`src/sv/tdpt_pkg.sv`:
```
// Package for the trial-division primality tester.
// Holds the controller state type and the command and status bundles.
// No dependencies.
package tdpt_pkg;

    // Controller states.
    typedef enum logic [2:0] {
        ST_IDLE,
        ST_CLASSIFY,
        ST_TEST,
        ST_DIVIDE,
        ST_JUDGE,
        ST_FINISH
    } tdpt_state_t;

    // Commands from the controller to the datapath.
    typedef struct packed {
        logic load;       // capture the incoming number, reset the divisor
        logic div_start;  // begin a remainder computation
        logic div_step;   // one restoring division step
        logic advance;    // move to the next odd divisor
        logic publish;    // write the verdict to the output register
        logic verdict;    // verdict written by publish
    } tdpt_cmd_t;

    // Status from the datapath to the controller.
    typedef struct packed {
        logic n_lt2;      // number is 0 or 1
        logic n_eq2;      // number is 2
        logic n_even;     // number is even
        logic sq_gt_n;    // divisor squared exceeds the number
        logic div_last;   // current division step is the final one
        logic rem_zero;   // remainder of the finished division is zero
        logic out_free;   // output register can take a new result
    } tdpt_status_t;

    // First odd divisor that is tried, and its square.
    localparam int FIRST_DIVISOR = 3;
    localparam int FIRST_SQUARE  = 9;

endpackage

```
`src/sv/tdpt_dpath.sv`:
```
// Datapath of the trial-division primality tester: number, divisor,
// running square, bit-serial remainder unit and output register.
// Depends on tdpt_pkg.
module tdpt_dpath #(
    parameter int NUMBER_WIDTH = 32
) (
    input  logic                      aclk,
    input  logic                      aresetn,
    input  tdpt_pkg::tdpt_cmd_t       cmd,
    output tdpt_pkg::tdpt_status_t    status,
    input  logic [NUMBER_WIDTH-1:0]   in_number,
    input  logic                      out_ready,
    output logic                      out_valid,
    output logic                      out_prime
);
    import tdpt_pkg::*;

    localparam int W     = NUMBER_WIDTH;
    localparam int CNT_W = $clog2(W);
    localparam int SQ_W  = W + 2;

    logic [W-1:0]     n_reg;
    logic [W-1:0]     d_reg;
    logic [SQ_W-1:0]  sq_reg;
    logic [W-1:0]     rem_reg;
    logic [W-1:0]     rem_next;
    logic [W-1:0]     dvd_reg;
    logic [CNT_W-1:0] cnt_reg;
    logic             out_valid_reg;
    logic             out_prime_reg;
    logic [W:0]       shifted;

    // One restoring division step: bring in the next dividend bit and
    // subtract the divisor when it fits. The partial remainder stays below
    // twice the divisor, so the difference fits in W bits.
    always_comb begin
        shifted = {rem_reg, dvd_reg[W-1]};
        if (shifted >= {1'b0, d_reg}) begin
            rem_next = W'(shifted - {1'b0, d_reg});
        end else begin
            rem_next = shifted[W-1:0];
        end
    end

    // Number, divisor and running square. (d+2)^2 = d^2 + 4d + 4.
    always_ff @(posedge aclk) begin
        if (cmd.load) begin
            n_reg  <= in_number;
            d_reg  <= W'(FIRST_DIVISOR);
            sq_reg <= SQ_W'(FIRST_SQUARE);
        end else if (cmd.advance) begin
            d_reg  <= d_reg + W'(2);
            sq_reg <= sq_reg + {d_reg, 2'b00} + SQ_W'(4);
        end
    end

    // Remainder unit, one quotient bit per cycle, most significant first.
    always_ff @(posedge aclk) begin
        if (cmd.div_start) begin
            rem_reg <= '0;
            dvd_reg <= n_reg;
            cnt_reg <= CNT_W'(W - 1);
        end else if (cmd.div_step) begin
            rem_reg <= rem_next;
            dvd_reg <= {dvd_reg[W-2:0], 1'b0};
            cnt_reg <= cnt_reg - CNT_W'(1);
        end
    end

    // Output register; it frees up when the receiver takes the beat.
    always_ff @(posedge aclk) begin
        if (!aresetn) begin
            out_valid_reg <= 1'b0;
        end else if (cmd.publish) begin
            out_valid_reg <= 1'b1;
        end else if (out_ready) begin
            out_valid_reg <= 1'b0;
        end
    end

    always_ff @(posedge aclk) begin
        if (cmd.publish) begin
            out_prime_reg <= cmd.verdict;
        end
    end

    // Status toward the controller.
    always_comb begin
        status.n_lt2    = (n_reg < W'(2));
        status.n_eq2    = (n_reg == W'(2));
        status.n_even   = ~n_reg[0];
        status.sq_gt_n  = (sq_reg > {2'b00, n_reg});
        status.div_last = (cnt_reg == '0);
        status.rem_zero = (rem_reg == '0);
        status.out_free = ~out_valid_reg | out_ready;
    end

    assign out_valid = out_valid_reg;
    assign out_prime = out_prime_reg;

endmodule

```
`src/sv/tdpt_ctrl.sv`:
```
// Controller of the trial-division primality tester: sequences the
// classification, the divisor loop and the hand-off to the output register.
// Depends on tdpt_pkg.
module tdpt_ctrl (
    input  logic                   aclk,
    input  logic                   aresetn,
    input  logic                   in_valid,
    output logic                   in_ready,
    input  tdpt_pkg::tdpt_status_t status,
    output tdpt_pkg::tdpt_cmd_t    cmd
);
    import tdpt_pkg::*;

    tdpt_state_t state_reg;
    tdpt_state_t state_next;
    logic        verdict_reg;
    logic        verdict_next;

    // State and pending verdict.
    always_ff @(posedge aclk) begin
        if (!aresetn) begin
            state_reg   <= ST_IDLE;
            verdict_reg <= 1'b0;
        end else begin
            state_reg   <= state_next;
            verdict_reg <= verdict_next;
        end
    end

    // Next state and commands.
    always_comb begin
        state_next   = state_reg;
        verdict_next = verdict_reg;
        cmd          = '0;
        cmd.verdict  = verdict_reg;
        in_ready     = 1'b0;
        unique case (state_reg)
            ST_IDLE: begin
                in_ready = 1'b1;
                if (in_valid) begin
                    cmd.load   = 1'b1;
                    state_next = ST_CLASSIFY;
                end
            end
            ST_CLASSIFY: begin
                // Small values and even values are settled at once.
                if (status.n_lt2) begin
                    verdict_next = 1'b0;
                    state_next   = ST_FINISH;
                end else if (status.n_eq2) begin
                    verdict_next = 1'b1;
                    state_next   = ST_FINISH;
                end else if (status.n_even) begin
                    verdict_next = 1'b0;
                    state_next   = ST_FINISH;
                end else begin
                    state_next = ST_TEST;
                end
            end
            ST_TEST: begin
                // No divisor up to the square root: the number is prime.
                if (status.sq_gt_n) begin
                    verdict_next = 1'b1;
                    state_next   = ST_FINISH;
                end else begin
                    cmd.div_start = 1'b1;
                    state_next    = ST_DIVIDE;
                end
            end
            ST_DIVIDE: begin
                cmd.div_step = 1'b1;
                if (status.div_last) begin
                    state_next = ST_JUDGE;
                end
            end
            ST_JUDGE: begin
                if (status.rem_zero) begin
                    verdict_next = 1'b0;
                    state_next   = ST_FINISH;
                end else begin
                    cmd.advance = 1'b1;
                    state_next  = ST_TEST;
                end
            end
            ST_FINISH: begin
                if (status.out_free) begin
                    cmd.publish = 1'b1;
                    state_next  = ST_IDLE;
                end
            end
            default: begin
                state_next = ST_IDLE;
            end
        endcase
    end

endmodule

```
`src/sv/trial_division_primality_test_unit.sv`:
```
// Top level of the trial-division primality tester.
// Instantiates tdpt_ctrl and tdpt_dpath; depends on tdpt_pkg.
//
// Usage: each beat on the s_ channel carries one unsigned number in the low
// NUMBER_WIDTH bits of s_tdata; each beat on the m_ channel returns one
// verdict in m_tdata bit 0 (1 = prime). One result per number, in order.
// Zero, one, two and the other even numbers are settled by classification
// alone, without a trial. An odd number n tries odd divisors d = 3, 5, ...
// while d*d <= n, with trials up to sqrt(n)/2; each trial runs through the
// bit-serial remainder unit, between the divisor test and the judgement.
// The square d*d is kept as a running sum, so no multiplier is used.
// One number is worked on at a time; s_tready is high only while the block
// is waiting for a number. A finished verdict sits in the output register,
// and the next number is taken while it waits; if the receiver still stalls
// when the following verdict is ready, the block holds it and waits.
// After reset (aresetn low at a clock edge) both channels are empty and the
// block is ready for a number.
module trial_division_primality_test_unit #(
    parameter int NUMBER_WIDTH = 32
) (
    input  logic                                aclk,
    input  logic                                aresetn,
    input  logic                                s_tvalid,
    output logic                                s_tready,
    // Fields from bit 0: number (NUMBER_WIDTH bits), zero fill.
    input  logic [((NUMBER_WIDTH+7)/8)*8-1:0]   s_tdata,
    output logic                                m_tvalid,
    input  logic                                m_tready,
    // Fields from bit 0: prime_flag (1 bit), zero fill.
    output logic [7:0]                          m_tdata
);
    import tdpt_pkg::*;

    tdpt_cmd_t    cmd;
    tdpt_status_t status;
    logic         out_prime;

    tdpt_ctrl u_ctrl (
        .aclk     (aclk),
        .aresetn  (aresetn),
        .in_valid (s_tvalid),
        .in_ready (s_tready),
        .status   (status),
        .cmd      (cmd)
    );

    tdpt_dpath #(
        .NUMBER_WIDTH (NUMBER_WIDTH)
    ) u_dpath (
        .aclk      (aclk),
        .aresetn   (aresetn),
        .cmd       (cmd),
        .status    (status),
        .in_number (s_tdata[NUMBER_WIDTH-1:0]),
        .out_ready (m_tready),
        .out_valid (m_tvalid),
        .out_prime (out_prime)
    );

    assign m_tdata = {7'b0, out_prime};

    // After a number is taken, no other is taken in the next cycle.
    a_busy_after_accept: assert property (@(posedge aclk) disable iff (!aresetn)
        s_tvalid && s_tready |=> !s_tready)
        else $error("input taken while a number is in progress");

    // A verdict never overwrites one the receiver has not taken.
    a_no_overwrite: assert property (@(posedge aclk) disable iff (!aresetn)
        cmd.publish |-> (!m_tvalid || m_tready))
        else $error("verdict written over a pending result");

    // Among even numbers only two is reported prime.
    a_even_prime: assert property (@(posedge aclk) disable iff (!aresetn)
        cmd.publish && cmd.verdict && status.n_even |-> status.n_eq2)
        else $error("even number other than two reported prime");

endmodule

```
`config.mk`:
```
export PLATFORM = sky130hd
export DESIGN_NAME = trial_division_primality_test_unit
export DESIGN_NICKNAME = d
export VERILOG_FILES = /design/src/sv/tdpt_pkg.sv /design/src/sv/tdpt_dpath.sv /design/src/sv/tdpt_ctrl.sv /design/src/sv/trial_division_primality_test_unit.sv
export SDC_FILE = /design/constraint.sdc
export NUM_CORES = 1
export LEC_CHECK = 0
export BUFFER_PORTS_ARGS = -buffer_cell sky130_fd_sc_hd__buf_2
export CORE_ASPECT_RATIO = 0.7
export CORE_MARGIN = 4
export CORE_UTILIZATION = 45
export DETAILED_ROUTE_END_ITERATION = 16
export PLACE_DENSITY = 0.59
export SLEW_MARGIN = 20
export SYNTH_ARGS = -nofsm -noshare
export SYNTH_HDL_FRONTEND = slang
export SYNTH_SLANG_ARGS = --single-unit
```
`constraint.sdc`:
```
create_clock -name aclk -period 4.85 [get_ports aclk]
set_clock_uncertainty 0.05 [all_clocks]
set_input_delay 0 -clock aclk [delete_from_list [all_inputs] [get_ports aclk]]
set_output_delay 0 -clock aclk [all_outputs]
set_load 0.03 [all_outputs]
```
Word level (Yosys, flattened, before mapping)
Cells that the tools add are included.

Word-level logic and storage cells: 70. Bits in registers: 173. Input bits: 36. Output and inout bits: 10.

$add $sub $neg: 5. Reduce and logical (&&, ||, !) cells: 8. Multiplexer cells: 30. Bitwise operators: 2. $lt $le $gt $ge: 3. Eq/ne operators: 12.

Operators with widths (count): 32-bit two-way mux (3); 34-bit by 3-bit adder with 34-bit output (second input constant) (1); 34-bit adder (1); 34-bit by 32-bit > comparator with 1-bit output (1); 33-bit by 32-bit greater-or-equal comparator with 1-bit output (1); 32-bit by 2-bit adder with 32-bit output (second input constant) (1); 32-bit by 2-bit equality test with 1-bit output (second input constant) (1); 32-bit logical NOT (1); 32-bit by 2-bit < comparator with 1-bit output (second input constant) (1); 32-bit subtractor (1); 3-bit two-way mux (8); 3-bit case mux with 6 select lines (1); 1-bit two-way mux (17); 2-bit inequality test (second input constant) (5); 3-bit by 2-bit equality test with 1-bit output (second input constant) (2); 3-bit equality test (second input constant) (2); 5-bit logical NOT (1); 5-bit by 1-bit subtractor with 5-bit output (second input constant) (1); 4-bit inequality test (second input constant) (1); 4-bit AND reduction (1); 2-bit nonzero test (2); 3-bit by 1-bit equality test with 1-bit output (second input constant) (1); 3-bit logical NOT (1); 1-bit case mux with 3 select lines (1); 4 further kinds (4).

Longest topological paths before layout
Gate-level depths: netlist (run 1).

Depth in word-level cells: 5. Gate-level depth with buffers: 14.

By module
A second synthesis (run 1) with hierarchy kept.

Cells, all modules: 1269. Area, all modules: 11529.8 µm².

Modules (own cells, without submodules): tdpt_dpath (seq. area each 3953.8 µm², cells each 1214, instances 1, area each 11136.9 µm²); tdpt_ctrl (seq. area each 80.1 µm², cells each 46, instances 1, area each 329.1 µm²); trial_division_primality_test_unit (seq. area each 0.0 µm², cells each 9, instances 1, area each 63.8 µm²).

Worst setup path before layout (run 1)
No wires, ideal clock.

Path type: reg-to-reg. From: register u_ctrl.state_reg[0]. To: register u_dpath.n_reg[0] (enable). Path buffers: 3. Data arrival time: 3144 ps. Data required time: 4391 ps. Library setup time: 409 ps. Stages on the path, launching flop included: 7. Setup slack: 1247 ps. Path through: dfxtp_1 clkbuf_1 nor3_1 nand2_1 inv_1 buf_1 clkbuf_1.

RTL lines: start: declaration (line tdpt_ctrl.sv:14) `tdpt_state_t state_reg;`; start signal: assignment (line tdpt_ctrl.sv:25) `state_reg <= state_next;`; end signal: assignment (line tdpt_dpath.sv:48) `n_reg <= in_number;`; end: declaration (line tdpt_dpath.sv:22) `logic [W-1:0] n_reg;`.

Worst setup path after layout (run 1)
From: register u_dpath.d_reg[3]. To: register u_dpath.rem_reg[28].

Word-level cells in the longest chain between the ends: 2. Elaborated cells between the ends (all ways): 3. Classes of those cells: add/sub: 1; order compare: 1; mux: 1.

RTL lines: start: declaration (line tdpt_dpath.sv:23) `logic [W-1:0] d_reg;`; start signal: assignment (line tdpt_dpath.sv:49) `d_reg <= W'(FIRST_DIVISOR);`; start signal: assignment (line tdpt_dpath.sv:52) `d_reg <= d_reg + W'(2);`; 32-bit subtractor or 33-bit by 32-bit greater-or-equal comparator with 1-bit output (tied branches) (line tdpt_dpath.sv:39, tdpt_dpath.sv:38); 32-bit two-way mux (*) (line tdpt_dpath.sv:38) `if (shifted >= {1'b0, d_reg}) begin`; end signal: assignment (line tdpt_dpath.sv:64) `rem_reg <= rem_next;`; end: declaration (line tdpt_dpath.sv:25) `logic [W-1:0] rem_reg;`.

Mark *: on every way between the ends. The rest lies on a longest branch, timed or not. A chain may end at the register's enable or synchronous reset.

==> impl_metrics.ini, run 1 <==
[run_status]
status = completed

[grt]
grt_use_total = 0.2021
grt_max_degree = 63
grt_pass1_wl_um = 44540
first_global_vias = 8367
grt_overflow_total = 0
antenna_found_initial = 0

[yosys]
synth.area.top_cells = dfxtp_1 (19%), edfxtp_1 (18%), ha_1 (14%), xnor2_1 (5.1%), a21oi_1 (4.7%)
synthSimpleGateAreaFrac = 0.1565
synth_common_cells = ha_1 (122), nand2_1 (108), a21oi_1 (104), dfxtp_1 (104), nor2_1 (87)
synth_edf_count = 65
ys_seq_area_frac = 0.3651
postSynthCellCount = 1214
yosys.area.top_type = dfxtp_1
synth-main-ff-cell = dfxtp_1
yosys.area.top_type_share = 0.1884
synth_top_family_by_area = compound AO/OA/AOI/OAI gates
synth_compound_area_frac = 0.1771
synth-async-reset-ratio = 0
yosys.cell_count.top_type = ha_1
yosys_warnings = 0
synthAdderAreaFrac = 0.1418
ys_ff_latch = 169
synthDistinctLibCells = 70
synth_xor_area_frac = 0.06580
synth.area.mux_share = 0.04270
syn-cell-area_sq_um = 11050
syn_avg_cell_area_sq_um = 9.101

[clock_network]
cts_setup_buffers = 0
cts_made_buffers = 17
path_clk_slew_ns = 0.07
clk_latency_ns = 0.44
cts_sinks = 169
cts_buffer_depth = 2
clock-root-buffer = clkbuf_16
cts_resized = 0
htree_levels = 4
cts_tree = built

[setup_path]
crit_start = u_dpath.d_reg[3]
crit_path_max_fanout = 53
path_class = flop to flop
reg2reg_from = u_dpath.d_reg[3]
required_ns = 5.13
critPathArrivalTime_ns = 4.26
r2r-end = u_dpath.rem_reg[28]
end_kind = flop
endpoint = u_dpath.rem_reg[28]
rrSetupSlack_ns = 0.87
reg2regPathDepth = 10
start_kind = flop

[floorplanning]
die_area_sq_um = 27160
die_h_um = 139.1
ios = 46
core.rowCount = 47
die_w_um = 195.3
start_util = 0.4627
core_region_area_sq_um = 23880

[placed_design]
dp.cells = 1529
gp_congestion = 0.8631
dp_hpwl_um = 19680
numPortBuffers = 38

[sta]
drv_slew = 0
finalCriticalPeriod_ns = 3.984
setup_viol = 0
worst_pin_slew_ns = 1.017
fin_crit_sh = 0.8215
relSlewSlack = 0.3219
max_freq_mhz = 251.0
finalHoldViolCount = 0
grt_setup_unrepaired = false
setup-tns-final_ns = 0

[routing]
routedWlPerCell_um = 17.04
wirelength_um = 27230
drt_iter0_markers = 516
first_pass_iters = 5
vias = 8847
post_drt_via_cell_ratio = 5.536
route.detailed.drc = 0
ant_nets = 0

[finish]
nNetsFinal = 1427
area_growth_pct = 12.40
num_antenna_cells = 0
drive_gt1_frac = 0.1000
fin_cells = 1598

[pwr]
power.density_nw_per_um2 = 588.0
irDropWorstVdd_mv = 0.5694
p_leak_nw = 5.404

[job]
cap_violations = 0

[min_path]
hold_class = input port to flop
-- stage by stage --
stage / worst slack, ns / utilization / area (sq um) / hold WS (ns) / power (mW)
floorplan: 1.247 / - / 11070 / 0.04887 / 4.905
global placement: 1.050 / 0.4803 / 11470 / 0.1260 / 5.866
detailed placement: 0.8846 / 0.4803 / 11470 / 0.1285 / 5.872
CTS: 0.8945 / 0.5201 / 12420 / 0.1968 / 7.283
global route: 0.4944 / 0.5201 / 12420 / 0.2089 / 7.769
finish: 0.8657 / 0.5201 / 12420 / 0.2154 / 7.301
-- repair_timing --
action | 4_1_cts | 5_1_grt
endpoints found under the hold margin | 39 | 0
hold buffers | 37 | 0
endpoints found under the setup margin | 0 | 0
-- worst min path at each step --
stage	from	cells after the start	slack (ns)	end
floorplan	s_tdata[0]	0	0.05	u_dpath.n_reg[0]
global placement	s_tdata[1]	1	0.13	u_dpath.n_reg[1]
detailed placement	s_tdata[9]	1	0.13	u_dpath.n_reg[9]
CTS	s_tdata[15]	2	0.20	u_dpath.n_reg[15]
global route	s_tdata[14]	2	0.21	u_dpath.n_reg[14]
finish	s_tdata[15]	2	0.22	u_dpath.n_reg[15]
-- per-layer routing --
layer | GRT usage | share of wire | vias up
met2 | 0.2856 | 0.40 | 192
li1 | - | - | 4498
met1 | 0.3174 | 0.53 | 4141
met5 | 0 | 0 | -
met3 | 0.03910 | 0.053 | 16
met4 | 0.04370 | 0.010 | 0
-- logic make-up after synthesis --
| logic type | Yosys count |
|---|---|
| simple gates | 359 |
| compound gates | 299 |
| flops | 169 |
| buf+inv | 136 |
| fa+ha+maj | 124 |
| xor+xnor | 83 |
| mux | 43 |
| other cells | 1 |
-- area by class of cell --
| type | count | area [sq um] |
|---|---|---|
| inverter | 81 | 304.0 |
| clock buffer | 23 | 520.5 |
| timing repair buffer | 83 | 620.6 |
| multi-input combinational | 915 | 6481 |
| fill | 2269 | 11460 |
| clock inverter | 9 | 60.06 |
| tap | 318 | 397.9 |
| sequential | 169 | 4034 |
-- layout by cell type, fill, tap and decap left out, types with 5 or more instances in the layout --
master	count
or3_1	10
inv_1	81
mux2i_1	10
a211oi_1	11
nor3_1	22
o211ai_1	6
nor2b_1	8
clkbuf_16	19
ha_1	122
o21a_1	12
a211o_1	5
nor2_1	86
a21o_1	42
nor4_1	17
edfxtp_1	65
xnor2_1	64
o22ai_1	16
o31ai_1	5
mux2_2	33
a31oi_1	10
and3_1	14
conb_1	7
o21bai_1	9
or4_1	5
nand3_1	34
nand2_1	108
xor2_1	19
buf_2	38
o21ai_0	39
nand2b_1	12
a221o_1	6
buf_4	8
dlygate4sd3_1	37
dfxtp_1	104
nand4_1	21
a21oi_1	104
-- power breakdown --
part / internal, mW / switching, mW / leakage [nW]
Clock: 0.758 / 0.594 / 0.292
Sequential: 1.79 / 0.313 / 1.45
Combinational: 1.60 / 2.25 / 3.66
Total: 4.14 / 3.16 / 5.40
-- worst max-delay path: stages, from the launching register on --
cell and delay, ns:
dfxtp_1 0.38, inv_1 0.08, ha_1 0.33, a211oi_1 0.25, o22ai_1 0.19, o211ai_1 0.38, nor3_1 0.15, o31ai_2 0.47
o41a_2 0.89, nor2_1 0.31, a221o_1 0.37
Power figures use the tool's default switching activity.
==> inputs of run 2 (changes only) <==
==> constraint.sdc (replaced) <==
create_clock -name aclk -period 4.1 [get_ports aclk]
set_clock_uncertainty 0.05 [all_clocks]
set_input_delay 0 -clock aclk [delete_from_list [all_inputs] [get_ports aclk]]
set_output_delay 0 -clock aclk [all_outputs]
set_load 0.03 [all_outputs]
==> run 2 against run 1 <==
Setup slack got worse by 0.48 ns. Via count decreased by 0.36%. Clock-buffer cell count decreased by 6. Flip-flop and latch count unchanged. Register-to-register slack got worse by 0.48 ns. Power increased by 16%. Clock power increased by 24%. Fmax increased by 7.1%. Utilization increased by 0.28 points. Hold slack improved by 0.0048 ns. First-iteration DRC count increased by 6.8%. Global-route usage increased by 0.098 points. Largest cell class unchanged.
==> impl_metrics.ini, run 2 (same netlist as run 1, synthesis figures left out) <==
[clock_network]
path_clk_slew_ns = 0.07
cts_resized = 0
cts_made_buffers = 17
cts_tree = built
clk_latency_ns = 0.44
htree_levels = 4
cts_buffer_depth = 2
clock-root-buffer = clkbuf_16
cts_sinks = 169

[finish]
area_growth_pct = 13.01
regArea_sq_um = 4034
fin_cells = 1603
final_cell_mix = ha_1 (122), nand2_1 (108), a21oi_1 (104), dfxtp_1 (104), nor2_1 (86)
drive_gt1_frac = 0.1043
postLayoutCellArea_sq_um = 12490
final_util = 0.5230
nNetsFinal = 1432
multi_input_area_sq_um = 6481
layout_commonest_cell = ha_1
num_antenna_cells = 0
fillers = 2257

[setup_path]
required_ns = 4.24
crit_path_max_fanout = 59
cp_slowest_cell = buf_4
cp_top_family = compound AO/OA/AOI/OAI gates
end_kind = flop
worstPathCellList = inv_1 -> ha_1 -> a21o_1 -> a21o_1 -> a21oi_1 -> o21ai_0 -> o21ai_0 -> nand4_1 -> a2111oi_4 -> buf_4 -> mux2_2
slowest_delay_ns = 0.68
crit_buf_inv = 2
path_class = flop to flop
start_kind = flop
critPathArrivalTime_ns = 3.86

[placed_design]
place_area_sq_um = 11520
gp_congestion = 0.8974
dp_hpwl_um = 19820
numPortBuffers = 38
dp_slack_ns = 0.4390
dp.cells = 1535

[sta]
finalHoldViolCount = 0
setup-tns-final_ns = 0
setup_viol = 0
relSlewSlack = 0.4904
fin_crit_sh = 0.9070
worst_pin_slew_ns = 0.7644
grt_setup_unrepaired = false
finalCriticalPeriod_ns = 3.719
drv_slew = 0
timing.hold.ws_ns = 0.2202
layout_setup_ws_ns = 0.3812
max_freq_mhz = 268.9

[grt]
grt_pass1_wl_um = 44860
grt_overflow_total = 0
antenna_found_initial = 1
grt_use_total = 0.2031
grt_max_degree = 91
first_global_vias = 8363

[routing]
first_pass_iters = 5
ant_nets = 0
vias = 8815
drt_iter0_markers = 551
wirelength_um = 27200
route.detailed.drc = 0
post_drt_via_cell_ratio = 5.499
routedWlPerCell_um = 16.97

[floorplanning]
core.rowCount = 47
core_region_area_sq_um = 23880
start_util = 0.4627
ios = 46
die_area_sq_um = 27160
die_h_um = 139.1
die_w_um = 195.3

[pwr]
p_leak_nw = 5.425
power_mw = 8.483
power.density_nw_per_um2 = 679.4
irDropWorstVdd_mv = 0.3942

[job]
cap_violations = 0

[min_path]
hold_class = input port to flop

[run_status]
status = completed
-- run 2: power breakdown --
part	switching, mW	internal, mW
combinational	2.50	1.87
clock	0.717	0.960
sequential	0.333	2.10
total	3.55	4.93
-- run 2: per-layer routing --
metal | vias up | GRT usage | part of all wire
met5 | - | 0 | 0
met4 | 0 | 0.03489 | 0.0084
met3 | 21 | 0.03861 | 0.044
met2 | 147 | 0.2797 | 0.39
met1 | 4137 | 0.3296 | 0.55
li1 | 4510 | - | -
-- run 2: worst paths after layout --
kind                      start                 end  slack [ns]  cells past startpoint
max reg2reg   u_dpath.n_reg[11]  u_dpath.dvd_reg[9]        0.38                     11
min                  s_tdata[2]    u_dpath.n_reg[2]        0.22                      2
min reg2reg  u_ctrl.verdict_reg   u_dpath.out_prime        0.38                      0
max           u_dpath.n_reg[11]  u_dpath.dvd_reg[9]        0.38                     11
-- run 2: cell type report --
type,instances,area share
multi-input cells,915,0.5191
flip-flops and latches,169,0.3231
repair buffers,88,0.05351
clock buffers,17,0.03407
well taps,318,0.03187
inverters,81,0.02435
clock inverters,15,0.01403
-- run 2: repair_timing --
action | CTS | global route
buffers inserted | 0 | 0
hold buffers | 36 | 0
hold endpoints to repair | 39 | 0
-- run 2: worst reg2reg max path: cells and delay by family (launching register included) --
family	cells	cell delay (ns)
AOI/OAI and AO/OA	6	1.36
buffers and inverters	2	0.76
muxes	1	0.44
DFF	1	0.43
adders and majority gates	1	0.24
and+or+nand+nor	1	0.20
